$ cat src/rtl/i2a_pkg.sv
// shared types, constants and glyph lookup for the integer to ascii formatter
`timescale 1ns / 1ps

package i2a_pkg;

  localparam int unsigned VALUE_W   = 64;
  localparam int unsigned NIBBLES   = 20;
  localparam int unsigned DIG_W     = NIBBLES * 4;
  localparam int unsigned DEC_STEPS = VALUE_W;

  localparam logic [1:0] KIND_UDEC = 2'd0;
  localparam logic [1:0] KIND_SDEC = 2'd1;

  localparam logic [7:0] CHAR_ZERO  = 8'h30;
  localparam logic [7:0] CHAR_A     = 8'h41;
  localparam logic [7:0] CHAR_MINUS = 8'h2D;
  localparam logic [7:0] CHAR_H     = 8'h48;

  typedef enum logic [2:0] {
    ST_IDLE,
    ST_CONV,
    ST_SIGN,
    ST_SKIP,
    ST_DIGIT,
    ST_SUFFIX
  } state_e;

  typedef enum logic [2:0] {
    OP_HOLD,
    OP_LOAD_DEC,
    OP_LOAD_HEX,
    OP_DABBLE,
    OP_SHIFT
  } op_e;

  typedef struct packed {
    op_e  op;
    logic neg;
  } dp_cmd_t;

  typedef struct packed {
    logic       valid;
    logic [7:0] char_code;
    logic       last;
  } emit_t;

  function automatic logic [7:0] glyph(input logic [3:0] nib);
    logic [7:0] code;
    if (nib < 4'd10) begin
      code = CHAR_ZERO + {4'd0, nib};
    end else begin
      code = CHAR_A + {4'd0, nib - 4'd10};
    end
    return code;
  endfunction

endpackage

$ cat src/rtl/integer_to_ascii_formatter_top.sv
// top level of the integer to ascii formatter with output register
`timescale 1ns / 1ps

//  channel | direction | handshake              | payload
//  in      | input     | in_valid_i, in_stall_o | value_i[63:0], kind_i[1:0]
//  out     | output    | out_valid_o, out_stall_i | char_code_o[7:0], last_o
//
//  decimal: accept, 64 double-dabble steps, the sign if negative, up to 19 leading
//  zero skips, then the digits, one character per cycle while the output is free
//  hex: accept, up to 19 leading zero skips, then the digits, one per cycle while
//  the output is free, then the suffix
//  the 64-step binary to bcd loop runs through the shared add-3 unit
//  reset clears the sequencer and the output valid; no clearing pass
//  a stalled output holds the character and freezes emission; the next
//  transaction is taken as soon as the last character sits in the output register

module integer_to_ascii_formatter_top (
  input  logic        clk_i,
  input  logic        rst_ni,
  input  logic        in_valid_i,
  output logic        in_stall_o,
  input  logic [63:0] value_i,
  input  logic [1:0]  kind_i,
  output logic        out_valid_o,
  input  logic        out_stall_i,
  output logic [7:0]  char_code_o,
  output logic        last_o
);

  i2a_pkg::dp_cmd_t cmd;
  i2a_pkg::emit_t   emit;
  logic [3:0]       top_nibble;
  logic             out_free;

  logic       out_valid_q;
  logic [7:0] char_q;
  logic       last_q;

  // output register can take a character when empty or being drained
  assign out_free = !out_valid_q || !out_stall_i;

  i2a_ctrl u_ctrl (
    .clk_i        (clk_i),
    .rst_ni       (rst_ni),
    .in_valid_i   (in_valid_i),
    .kind_i       (kind_i),
    .value_msb_i  (value_i[63]),
    .in_stall_o   (in_stall_o),
    .out_free_i   (out_free),
    .top_nibble_i (top_nibble),
    .cmd_o        (cmd),
    .emit_o       (emit)
  );

  i2a_digit_unit u_digit (
    .clk_i        (clk_i),
    .rst_ni       (rst_ni),
    .cmd_i        (cmd),
    .value_i      (value_i),
    .top_nibble_o (top_nibble)
  );

  // output valid, control state
  always_ff @(posedge clk_i or negedge rst_ni) begin
    if (!rst_ni) begin
      out_valid_q <= 1'b0;
    end else if (emit.valid) begin
      out_valid_q <= 1'b1;
    end else if (!out_stall_i) begin
      out_valid_q <= 1'b0;
    end
  end

  // output payload, no reset needed
  always_ff @(posedge clk_i) begin
    if (emit.valid) begin
      char_q <= emit.char_code;
      last_q <= emit.last;
    end
  end

  assign out_valid_o = out_valid_q;
  assign char_code_o = char_q;
  assign last_o      = last_q;

`ifndef SYNTH
  // a transaction taken leaves the block busy on the next cycle
  a_busy_after_accept: assert property (@(posedge clk_i) disable iff (!rst_ni)
    (in_valid_i && !in_stall_o) |=> in_stall_o)
    else $error("block not busy after input transaction");

  // no character is produced while the output register is full and stalled
  a_no_overwrite: assert property (@(posedge clk_i) disable iff (!rst_ni)
    emit.valid |-> out_free)
    else $error("character emitted into a stalled output register");

  // the final character returns the sequencer to idle
  a_idle_after_last: assert property (@(posedge clk_i) disable iff (!rst_ni)
    (emit.valid && emit.last) |=> !in_stall_o)
    else $error("sequencer not idle after final character");

  // nothing is emitted while an input is still free to enter
  a_no_emit_idle: assert property (@(posedge clk_i) disable iff (!rst_ni)
    !in_stall_o |-> !emit.valid)
    else $error("character emitted while idle");
`endif

endmodule

$ cat src/rtl/i2a_digit_unit.sv
// shared shift and add-3 unit holding the binary operand and the digit register
`timescale 1ns / 1ps

module i2a_digit_unit (
  input  logic                                clk_i,
  input  logic                                rst_ni,
  input  i2a_pkg::dp_cmd_t                    cmd_i,
  input  logic [i2a_pkg::VALUE_W-1:0]         value_i,
  output logic [3:0]                          top_nibble_o
);

  logic [i2a_pkg::VALUE_W-1:0] bin_q, bin_d;
  logic [i2a_pkg::DIG_W-1:0]   dig_q, dig_d;
  logic [i2a_pkg::DIG_W-1:0]   dig_adj;

  // add 3 to every bcd digit of five or more ahead of the shift
  always_comb begin
    for (int i = 0; i < int'(i2a_pkg::NIBBLES); i++) begin
      if (dig_q[i*4 +: 4] >= 4'd5) begin
        dig_adj[i*4 +: 4] = dig_q[i*4 +: 4] + 4'd3;
      end else begin
        dig_adj[i*4 +: 4] = dig_q[i*4 +: 4];
      end
    end
  end

  always_comb begin
    bin_d = bin_q;
    dig_d = dig_q;
    unique case (cmd_i.op)
      i2a_pkg::OP_HOLD: begin
      end
      i2a_pkg::OP_LOAD_DEC: begin
        bin_d = cmd_i.neg ? (~value_i + 1'b1) : value_i;
        dig_d = '0;
      end
      i2a_pkg::OP_LOAD_HEX: begin
        dig_d = {{(i2a_pkg::DIG_W - i2a_pkg::VALUE_W){1'b0}}, value_i};
      end
      i2a_pkg::OP_DABBLE: begin
        dig_d = {dig_adj[i2a_pkg::DIG_W-2:0], bin_q[i2a_pkg::VALUE_W-1]};
        bin_d = {bin_q[i2a_pkg::VALUE_W-2:0], 1'b0};
      end
      i2a_pkg::OP_SHIFT: begin
        dig_d = {dig_q[i2a_pkg::DIG_W-5:0], 4'd0};
      end
      default: begin
      end
    endcase
  end

  always_ff @(posedge clk_i or negedge rst_ni) begin
    if (!rst_ni) begin
      bin_q <= '0;
      dig_q <= '0;
    end else begin
      bin_q <= bin_d;
      dig_q <= dig_d;
    end
  end

  assign top_nibble_o = dig_q[i2a_pkg::DIG_W-1 -: 4];

endmodule

$ cat src/rtl/i2a_ctrl.sv
// sequencer: conversion steps, leading zero skip and character emission
`timescale 1ns / 1ps

module i2a_ctrl (
  input  logic             clk_i,
  input  logic             rst_ni,
  input  logic             in_valid_i,
  input  logic [1:0]       kind_i,
  input  logic             value_msb_i,
  output logic             in_stall_o,
  input  logic             out_free_i,
  input  logic [3:0]       top_nibble_i,
  output i2a_pkg::dp_cmd_t cmd_o,
  output i2a_pkg::emit_t   emit_o
);

  localparam int unsigned StepW = $clog2(i2a_pkg::DEC_STEPS);
  localparam int unsigned CntW  = $clog2(i2a_pkg::NIBBLES + 1);
  localparam logic [StepW-1:0] StepLast = StepW'(i2a_pkg::DEC_STEPS - 1);
  localparam logic [CntW-1:0]  CntFull  = CntW'(i2a_pkg::NIBBLES);
  localparam logic [CntW-1:0]  CntOne   = CntW'(1);

  i2a_pkg::state_e  state_q, state_d;
  logic [StepW-1:0] step_q, step_d;
  logic [CntW-1:0]  cnt_q, cnt_d;
  logic             hex_q, hex_d;
  logic             neg_q, neg_d;

  always_ff @(posedge clk_i or negedge rst_ni) begin
    if (!rst_ni) begin
      state_q <= i2a_pkg::ST_IDLE;
      step_q  <= '0;
      cnt_q   <= '0;
      hex_q   <= 1'b0;
      neg_q   <= 1'b0;
    end else begin
      state_q <= state_d;
      step_q  <= step_d;
      cnt_q   <= cnt_d;
      hex_q   <= hex_d;
      neg_q   <= neg_d;
    end
  end

  always_comb begin
    state_d    = state_q;
    step_d     = step_q;
    cnt_d      = cnt_q;
    hex_d      = hex_q;
    neg_d      = neg_q;
    in_stall_o = 1'b1;
    cmd_o      = '{op: i2a_pkg::OP_HOLD, neg: 1'b0};
    emit_o     = '{valid: 1'b0, char_code: 8'd0, last: 1'b0};
    unique case (state_q)
      i2a_pkg::ST_IDLE: begin
        in_stall_o = 1'b0;
        if (in_valid_i) begin
          hex_d = kind_i[1];
          neg_d = (kind_i == i2a_pkg::KIND_SDEC) && value_msb_i;
          cnt_d = CntFull;
          if (kind_i[1]) begin
            cmd_o.op = i2a_pkg::OP_LOAD_HEX;
            state_d  = i2a_pkg::ST_SKIP;
          end else begin
            cmd_o.op  = i2a_pkg::OP_LOAD_DEC;
            cmd_o.neg = (kind_i == i2a_pkg::KIND_SDEC) && value_msb_i;
            step_d    = '0;
            state_d   = i2a_pkg::ST_CONV;
          end
        end
      end
      i2a_pkg::ST_CONV: begin
        cmd_o.op = i2a_pkg::OP_DABBLE;
        step_d   = step_q + 1'b1;
        if (step_q == StepLast) begin
          state_d = neg_q ? i2a_pkg::ST_SIGN : i2a_pkg::ST_SKIP;
        end
      end
      i2a_pkg::ST_SIGN: begin
        if (out_free_i) begin
          emit_o  = '{valid: 1'b1, char_code: i2a_pkg::CHAR_MINUS, last: 1'b0};
          state_d = i2a_pkg::ST_SKIP;
        end
      end
      i2a_pkg::ST_SKIP: begin
        // drop leading zeros, always keep the final digit
        if ((top_nibble_i == 4'd0) && (cnt_q != CntOne)) begin
          cmd_o.op = i2a_pkg::OP_SHIFT;
          cnt_d    = cnt_q - 1'b1;
        end else begin
          state_d = i2a_pkg::ST_DIGIT;
        end
      end
      i2a_pkg::ST_DIGIT: begin
        if (out_free_i) begin
          emit_o = '{valid: 1'b1, char_code: i2a_pkg::glyph(top_nibble_i),
                     last: (cnt_q == CntOne) && !hex_q};
          cmd_o.op = i2a_pkg::OP_SHIFT;
          cnt_d    = cnt_q - 1'b1;
          if (cnt_q == CntOne) begin
            state_d = hex_q ? i2a_pkg::ST_SUFFIX : i2a_pkg::ST_IDLE;
          end
        end
      end
      i2a_pkg::ST_SUFFIX: begin
        if (out_free_i) begin
          emit_o  = '{valid: 1'b1, char_code: i2a_pkg::CHAR_H, last: 1'b1};
          state_d = i2a_pkg::ST_IDLE;
        end
      end
      default: begin
        state_d = i2a_pkg::ST_IDLE;
      end
    endcase
  end

endmodule

$ cat config.mk
export PLATFORM = sky130hd
export DESIGN_NAME = integer_to_ascii_formatter_top
export DESIGN_NICKNAME = d
export VERILOG_FILES = /design/src/rtl/i2a_pkg.sv /design/src/rtl/integer_to_ascii_formatter_top.sv /design/src/rtl/i2a_digit_unit.sv /design/src/rtl/i2a_ctrl.sv
export SDC_FILE = /design/constraint.sdc
export NUM_CORES = 1
export LEC_CHECK = 0
export BUFFER_PORTS_ARGS = -buffer_cell sky130_fd_sc_hd__buf_4
export CAP_MARGIN = 30
export CORE_UTILIZATION = 45
export DETAILED_ROUTE_END_ITERATION = 10
export GPL_ROUTABILITY_DRIVEN = 0
export HOLD_SLACK_MARGIN = 0.05
export PLACE_DENSITY = 0.7
export SETUP_SLACK_MARGIN = 0.2
export SYNTH_ARGS = -nofsm -noshare
export SYNTH_HDL_FRONTEND = slang
export SYNTH_SLANG_ARGS = --single-unit
$ cat constraint.sdc
create_clock -name clk_i -period 3 [get_ports clk_i]
set_input_delay 0.6 -clock clk_i [delete_from_list [all_inputs] [get_ports clk_i]]
set_output_delay 0.6 -clock clk_i [all_outputs]
set_load 0.05 [all_outputs]
== Word-level counts from Yosys, hierarchy flattened ==
Index checks and enable logic that the tools add are counted.

* Register bits: 170
* Latch bits: 0
* RAM bits: 0
* Memory bits (read-only): 0
* Input bits: 70
* Output and inout bits: 11
* Memories: 0

* Add/sub/neg operators: 26
* Multiply operators: 0
* Div/mod/pow operators: 0
* $lt $le $gt $ge: 21
* Eq/ne operators: 23
* Shifts and indexed selects: 0
* Mux-type cells: 56
* Bitwise gates (word level): 1
* Reduce and logical (&&, ||, !) cells: 17

{| class="wikitable"
|+ Operators by type and width
! operator !! count
|-
| $pmux W80 S4 || 1
|-
| $pmux W64 S2 || 1
|-
| $ge A4 B3 Y1 const B || 20
|-
| $mux W4 || 20
|-
| $add A4 B2 Y4 const B || 19
|-
| $add A64 B1 Y64 const B || 1
|-
| $mux W64 || 1
|-
| $not A64 Y64 || 1
|-
| $mux W3 || 11
|-
| $mux W10 || 3
|-
| $pmux W10 S3 || 1
|-
| $pmux W3 S6 || 1
|-
| $mux W5 || 3
|-
| $pmux W5 S3 || 1
|-
| $eq A3 B2 Y1 const B || 4
|-
| $mux W6 || 2
|-
| $ne A2 B2 Y1 const B || 6
|-
| $pmux W3 S4 || 1
|-
| $pmux W6 S2 || 1
|-
| $eq A3 B3 Y1 const B || 3
|-
| $add A7 B4 Y8 const A || 1
|-
| $mux W8 || 1
|-
| $ne A2 B1 Y1 const B || 4
|-
| $add A6 B4 Y7 const A || 1
|-
| other kinds (24) || 36
|}

== Logic depth before layout (Yosys ltp) ==
Gate-level depths: netlist of run 1.

* Depth after elaboration: 7
* Mapped depth: 9
* Gate-level depth less buffers: 8

== By module ==
From an unflattened synthesis of run 1, not the netlist that was laid out.

* Cells, all modules: 1,452
* Area, all modules: 11,882.6 um^2

{| class="wikitable"
|+ Modules (own cells, without submodules)
! module !! times used !! cells each !! area each (um^2) !! sequential area each (um^2)
|-
| i2a_digit_unit || 1 || 1,301 || 10,416.2 || 3,603.5
|-
| i2a_ctrl || 1 || 139 || 1,159.9 || 400.4
|-
| integer_to_ascii_formatter_top || 1 || 12 || 306.5 || 295.3
|}

== Worst setup path after synthesis of run 1 ==
OpenSTA, ideal clock, no wires.

* Path kind: input -> register
* Start point: input value_i[0]
* End point: register u_digit.bin_q[46] in the netlist's numbering
* Library setup time: 104 ps
* Data arrival time: 2,234 ps
* Path slack: 662 ps
* Cell stages on the path: 8
* Buffers on the path: 0
* Path through: inv_1 ha_1 nor2b_1 nand4_4 nor4_4 nand3b_1 mux2i_1 a221oi_1

* Cells in the longest elaborated chain, start to end: 4

{| class="wikitable"
|+ RTL lines
! what !! RTL line !! source
|-
| start: declaration || integer_to_ascii_formatter_top.sv:22 || <nowiki>input logic [63:0] value_i,</nowiki>
|-
| $not A64 Y64 || i2a_digit_unit.sv:34 || <nowiki>bin_d = cmd_i.neg ? (~value_i + 1'b1) : value_i;</nowiki>
|-
| $add A64 B1 Y64 || i2a_digit_unit.sv:34 ||
|-
| $mux W64 || i2a_digit_unit.sv:34 ||
|-
| $pmux W64 S2 || i2a_digit_unit.sv:30 || <nowiki>unique case (cmd_i.op)</nowiki>
|-
| end signal: assignment || i2a_digit_unit.sv:57 || <nowiki>bin_q <= bin_d;</nowiki>
|-
| end: declaration || i2a_digit_unit.sv:12 || <nowiki>logic [i2a_pkg::VALUE_W-1:0] bin_q, bin_d;</nowiki>
|}

No other way between the ends.
A chain may end at the register's enable or synchronous reset.

== Worst setup path after layout of run 1 ==
* Start point: register u_ctrl.state_q[2]
* End point: output in_stall_o

* Cells in the longest elaborated chain, start to end: 2

{| class="wikitable"
|+ RTL lines
! what !! RTL line !! source
|-
| start: declaration || i2a_ctrl.sv:23 || <nowiki>i2a_pkg::state_e state_q, state_d;</nowiki>
|-
| start signal: assignment || i2a_ctrl.sv:31 || <nowiki>state_q <= i2a_pkg::ST_IDLE;</nowiki>
|-
| start signal: assignment || i2a_ctrl.sv:37 || <nowiki>state_q <= state_d;</nowiki>
|-
| $logic_not A3 Y1 || i2a_ctrl.sv:54 || <nowiki>unique case (state_q)</nowiki>
|-
| $mux W1 || i2a_ctrl.sv:54 ||
|-
| end: declaration || integer_to_ascii_formatter_top.sv:21 || <nowiki>output logic in_stall_o,</nowiki>
|}

No other way between the ends.

==> results of run 1 <==
[final timing paths]
| check | end | slack, ns | cells after the start | start |
|---|---|---|---|---|
| min in group clk_i | u_ctrl.cnt_q[3] | 0.42 | 2 | in_valid_i |
| worst max register to register | u_digit.bin_q[10] | 0.33 | 7 | u_ctrl.state_q[2] |
| worst min-delay path | u_digit.dig_q[54] | 0.15 | 1 | rst_ni |
| worst min register to register | u_digit.bin_q[34] | 0.49 | 2 | u_digit.bin_q[34] |
| worst max-delay path | in_stall_o | 0.29 | 3 | u_ctrl.state_q[2] |
| max in group asynchronous | u_digit.dig_q[13] | 2.11 | 2 | rst_ni |
[cells in the final DEF (no fill, tap or decap), types with 10 or more instances in the layout]
master / instances
o21ai_0: 130
a31oi_1: 11
nand3_1: 14
ha_1: 47
a32oi_1: 12
nand2b_1: 23
xnor2_1: 44
nor3_1: 42
o221ai_1: 12
nor3b_1: 26
nand4_1: 11
or3_1: 10
a221oi_1: 14
nor4_1: 11
xor2_1: 30
o22ai_1: 30
a221o_1: 44
nand2_1: 146
nor2_1: 77
a21oi_1: 102
dfrtp_1: 161
clkbuf_16: 17
mux2i_1: 10
buf_4: 104
a22o_1: 17
a222oi_1: 16
inv_1: 58
[where the power goes]
part	internal, µW	switching, µW	total [µW]
registers	3240	870	4110
clock network	1320	975	2290
logic	2380	3770	6150
[cell families (layout without fill, tap and decap cells)]
group / after synthesis / after routing / synth area share [%]
and+or+nand+nor: 404 / 404 / 18.78
AOI/OAI and AO/OA: 441 / 441 / 26.24
DFF: 169 / 169 / 38.14
other: 1 / 1 / 0.03351
buffers and inverters: 138 / 202 / 4.863
xor gates and xnor gates: 74 / 74 / 5.791
adders and majority gates: 47 / 47 / 5.254
muxes: 10 / 10 / 0.8944
[state kept, by name, indices dropped and copies added (netlist names)]
register and cells:
char_code_o 7, last_o 1, out_valid_o 1, u_ctrl.cnt_q 5, u_ctrl.hex_q 1, u_ctrl.neg_q 1
u_ctrl.state_q 3, u_ctrl.step_q 6, u_digit.bin_q 64, u_digit.dig_q 80
[final cells by class]
class / count / area [µm²]
fillers: 2264 / 11560
clock buffers: 18 / 429.2
repair buffers: 111 / 912.1
clock inverters: 14 / 170.2
inverters: 59 / 225.2
well taps: 324 / 405.4
flip-flops and latches: 169 / 4269
multi-input cells: 977 / 6416
[metrics by stage]
step	hold WS [ns]	total power (µW)	cells
3_5_place_dp	0.4741	10220	1640
5_1_grt	0.1852	13470	1672
3_3_place_gp	0.4567	10050	1640
6_report	0.1512	12560	1672
4_1_cts	0.1738	12540	1672
2_1_floorplan	0.3044	8327	1284
[timing repair]
action                     CTS  global route
setup endpoints to repair    0             7
hold buffers                 0             0
gates resized for setup      0             1
[synth_stat cells (4+ instances only)]
cell type	number	share of area, %
nor3b_1	26	1.7
nand4_1	11	0.61
nor4_4	6	1.1
nand2b_1	23	1.3
xnor2_1	44	3.4
nor3_1	43	1.9
nand3_1	14	0.63
edfxtp_1	8	2.1
nor2_1	79	2.6
mux2i_1	10	0.89
nor4_1	11	0.61
a221oi_1	14	1.1
buf_2	12	0.54
clkbuf_1	59	2.0
o41ai_1	5	0.39
a22oi_1	7	0.47
a21o_1	5	0.34
o22ai_1	30	1.7
a32oi_1	12	0.94
a22o_1	17	1.3
a222oi_1	16	1.4
a221o_1	44	3.9
nor4_2	4	0.45
dfrtp_1	161	36
and3_1	4	0.22
ha_1	47	5.3
buf_1	5	0.17
a211oi_1	5	0.34
o31ai_1	9	0.60
xor2_1	30	2.3
or3_1	10	0.56
nand2_1	147	4.9
a31oi_1	11	0.61
o21ai_0	131	5.9
inv_1	58	1.9
o221ai_1	12	0.94
a21oi_1	102	4.6
[metal layers]
metal  share of wire [%]  vias up
met4                 3.5        0
met5                   0        -
met1                  43     5096
met3                 7.1       77
li1                    -     4870
met2                  46      491
[worst max-delay path, stage by stage (launching register included)]
cell	delay, ns
dfrtp_1	0.52
nor3_1	0.73
inv_1	0.19
buf_4	0.24
==> results.cfg, run 1 <==
[sta]
fin_crit_sh_pct = 90.26
fin_tns_setup_ns = 0
hold_viol = 0
timing_max_transition_violations_final = 0
max_freq_mhz = 369.3
max-slew-margin-rel_pct = 45.81
post-route-min-period_ns = 2.708
worstMarginPinSlew_ns = 0.8066
rsz0062_at_grt = no
setup_viol = 0
fin_worst_skew_ns = 0.008496
fin_ws_ns = 0.2923

[critical_path]
cp_max_fo = 13
arrival_ns = 2.11
end_kind = primary output
crit_path_start_kind = flip-flop
worstSetupPathType = flip-flop to primary output
cp_data_required_time_ns = 2.40

[hold_path]
min_path_type = input port to asynchronous set/reset pin

[die]
start_util_pct = 45.89
fp-row-count = 57
die_y_um = 159.7
die_area_um2 = 25510
die_width_um = 159.7
coreArea_um2 = 24390
io_pins = 81

[cts]
path_clk_slew_ns = 0.07
insertion_delay_ns = 0.43
cts_made_buffers = 17
post_cts_buffers = 0
cts_root_buffer = clkbuf_16
clockBufferDepth = 2
cts.htree.levels = 4
cts_tree = built
cts.sinks = 169

[yosys]
synthesis.area_um2 = 11190
syn_inst = 1284
async_flop_share_pct = 95.27
synth_edf_count = 8
syn-num-nets = 1401
synth.avg_cell_area_um2 = 8.716
seq_area_frac_synth_pct = 38.14
synth_cell_type_count = 74
ys_dominant_reg_cell = dfrtp_1
yosysWarnings = 0
ys_ff_latch = 169

[drt]
dr.pass1.iters = 7
wl_per_cell_um = 19.67
vias_per_cell = 6.300
dr.first_iter.drc_count = 1053
ant_nets = 0
drc = 0
vias = 10534
drt-total-wl_um = 32900

[place]
pre_cts_slack_ns = 0.2078
post_dp_cell_area_um2 = 12220
portBuffers = 79
dp_hpwl_um = 22650

[outcome]
status = finished clean

[global_route]
gr-usage-met1_pct = 34.84
grt_pass1_wl_um = 53030
grtUsageMet3_pct = 4.623
busiest_layer = met2
grt_max_degree = 71
grtUsageMet2_pct = 41.05
grt_util_all_layers_pct = 25.86
grt_antenna_before_repair = 0
overflow = 0
grt_pass1_vias = 10039

[finish]
diodes = 0
design_area_um2 = 12830
areaGrowthSynthToFinish_pct = 14.61
post_route_cells_drive_above_1_share_pct = 12.91
utilization_pct = 52.59
layout.nets = 1452

[power]
p_leak_uw = 0.005311
cellPowerDensity_nw_per_um2 = 979.0
ir_worst_vdd_mv = 0.8420

[job]
drv_cap = 0
No activity file was read; power rests on OpenSTA's default activity.
==> inputs of run 2 (changes only) <==
- ABC_AREA: unset -> 1
- GPL_TIMING_DRIVEN: unset -> 0
==> run 2 against run 1 <==
  * Die area increased by 9.3%
  * Total power rose by 17%
  * Core utilization fell by 0.73 points
  * Maximum frequency increased by 13%
  * Area after synthesis up 9.4%
  * Combinational power up 35%
  * Cell area is 8.3% higher
  * Worst hold slack worse by 0.074 ns
==> results.cfg, run 2 <==
[die]
io_pins = 81
coreArea_um2 = 26800
start_util_pct = 45.70
die_width_um = 167.0
die_area_um2 = 27880
fp-row-count = 60
die_y_um = 167.0

[finish]
layout.nets = 1949
multiInputGateArea_um2 = 6859
n_fill_cell = 2608
diodes = 0
seq_area_um2 = 4269
final_common_cell = nand2_1
post_route_cells_drive_above_1_share_pct = 11.87
top_register = u_digit.dig_q
areaGrowthSynthToFinish_pct = 13.47
largest_reg_flops = 80
final_cell_mix = nand2_1 (427), nor2_1 (210), inv_1 (196)
design_area_um2 = 13900

[critical_path]
cp_max_fo = 5
arrival_ns = 2.74
worstSetupPathType = input port to flip-flop
cp_data_required_time_ns = 3.34
crit_path_start_kind = input port
end_kind = flip-flop

[cts]
cts_tree = built
holdBufCountCts = 0
clockBufferDepth = 2
path_clk_slew_ns = 0.07
cts_made_buffers = 17
insertion_delay_ns = 0.46
cts_resized = 0
cts.htree.levels = 4
cts_root_buffer = clkbuf_16
cts.sinks = 169
post_cts_buffers = 0

[global_route]
overflow = 0
grt_max_degree = 100
grtUsageMet3_pct = 6.773
grt_util_all_layers_pct = 30.30
gr-usage-met1_pct = 41.03
grt_antenna_before_repair = 0
grt_pass1_vias = 11642
grtUsageMet2_pct = 46.53
busiest_layer = met2
grt_pass1_wl_um = 64650

[power]
p_leak_uw = 0.006571
ir_worst_vdd_mv = 0.4811
cellPowerDensity_nw_per_um2 = 1061

[outcome]
status = finished clean

[sta]
max-slew-margin-rel_pct = 32.85
max_freq_mhz = 416.6
fin_crit_sh_pct = 80.01
timing_max_transition_violations_final = 0
worstMarginPinSlew_ns = 1.007
post-route-min-period_ns = 2.400
rsz0062_at_grt = no
setup_viol = 0
fin_worst_skew_ns = 0.008773
hold_viol = 0
fin_tns_setup_ns = 0

[yosys]
syn_inst = 1733
synth_top_area_cell = dfrtp_1
synth_edf_count = 8
ys_ff_latch = 169
synthesis.area_um2 = 12250
synth.area.top_cells = dfrtp_1 (33%), nand2_1 (13%), nor2_1 (6.4%), inv_1 (6.0%), o21ai_0 (5.7%)
syn-num-nets = 1850
async_flop_share_pct = 95.27
synth_cell_type_count = 46
synth_top_area_share_pct = 32.89
yosysWarnings = 0
yosysMostFrequentCell = nand2_1
synth_common_cells = nand2_1 (427), nor2_1 (210), inv_1 (196)
ys_dominant_reg_cell = dfrtp_1
seq_area_frac_synth_pct = 34.86
synth.avg_cell_area_um2 = 7.068

[place]
portBuffers = 79
dp_hpwl_um = 31320
post_dp_cell_area_um2 = 13300

[drt]
ant_nets = 0
drc = 0
wl_per_cell_um = 19.16
drt-total-wl_um = 41890
vias_per_cell = 5.894
dr.first_iter.drc_count = 1730
dr.pass1.iters = 8
vias = 12884

[job]
drv_cap = 0

[hold_path]
min_path_type = input port to asynchronous set/reset pin
run 2: logic make-up (layout without fill, tap and decap cells):
kind of cell               after synthesis  after routing  synth area share [%]
and+or+nand+nor                        835            835                 28.81
AOI/OAI and AO/OA                      375            375                 20.07
buffers and inverters                  274            386                 9.143
DFF                                    169            169                 34.86
adders and majority gates               47             47                 4.801
xor gates and xnor gates                32             32                 2.288
other                                    1              1               0.03062
run 2: final timing paths:
| kind | from | end | slack, ns | cells past startpoint |
|---|---|---|---|---|
| max | value_i[1] | u_digit.bin_q[60] | 0.60 | 12 |
| min | rst_ni | u_ctrl.cnt_q[4] | 0.08 | 1 |
| max reg2reg | u_ctrl.state_q[2] | u_digit.bin_q[24] | 0.65 | 7 |
| min reg2reg | u_digit.bin_q[12] | u_digit.bin_q[12] | 0.48 | 2 |
| max in group asynchronous | rst_ni | u_digit.dig_q[16] | 1.98 | 2 |
| min in group clk_i | value_i[2] | u_digit.dig_q[2] | 0.41 | 3 |
run 2: layout make-up:
class,count,area share [%]
clock buffers,19,3.340
clock inverters,13,0.9453
plain buffers,65,2.395
repair buffers,80,4.519
flip-flops and latches,169,30.72
well taps,341,3.070
inverters,209,5.663
multi-input cells,1290,49.35
run 2: power by group:
part	switching (µW)	internal (µW)
clock network	1060	1240
registers	706	3460
logic	5550	2730
total	7320	7430
run 2: routing by layer:
| metal | vias up | wire length, µm |
|---|---|---|
| met5 | - | 0 |
| met4 | 0 | 1779 |
| met3 | 139 | 4669 |
| met2 | 776 | 18320 |
| met1 | 5973 | 17120 |
| li1 | 5996 | - |
run 2: through the flow:
stage | hold WS, ns | total power (µW) | setup WS [ns] | util [%] | std cells
2_1_floorplan | 0.3044 | 9911 | 0.9630 | - | 1733
3_3_place_gp | 0.4612 | 12070 | 0.3428 | 49.51 | 2153
3_5_place_dp | 0.4610 | 12310 | 0.3170 | 49.64 | 2154
4_1_cts | 0.1013 | 14650 | 0.6905 | 51.86 | 2186
5_1_grt | 0.1143 | 15900 | 0.5115 | 51.86 | 2186
6_report | 0.07766 | 14750 | 0.5996 | 51.86 | 2186
run 2: critical path, stage by stage:
cell and delay (ns):
buf_4 0.11, inv_1 0.13, ha_1 0.19, nand3_1 0.22, nor2_2 0.30, nand3_1 0.17
o21ai_1 0.54, nand2_1 0.12, nand2_1 0.09, nand3_1 0.09, nand2_1 0.11, nand2_1 0.06
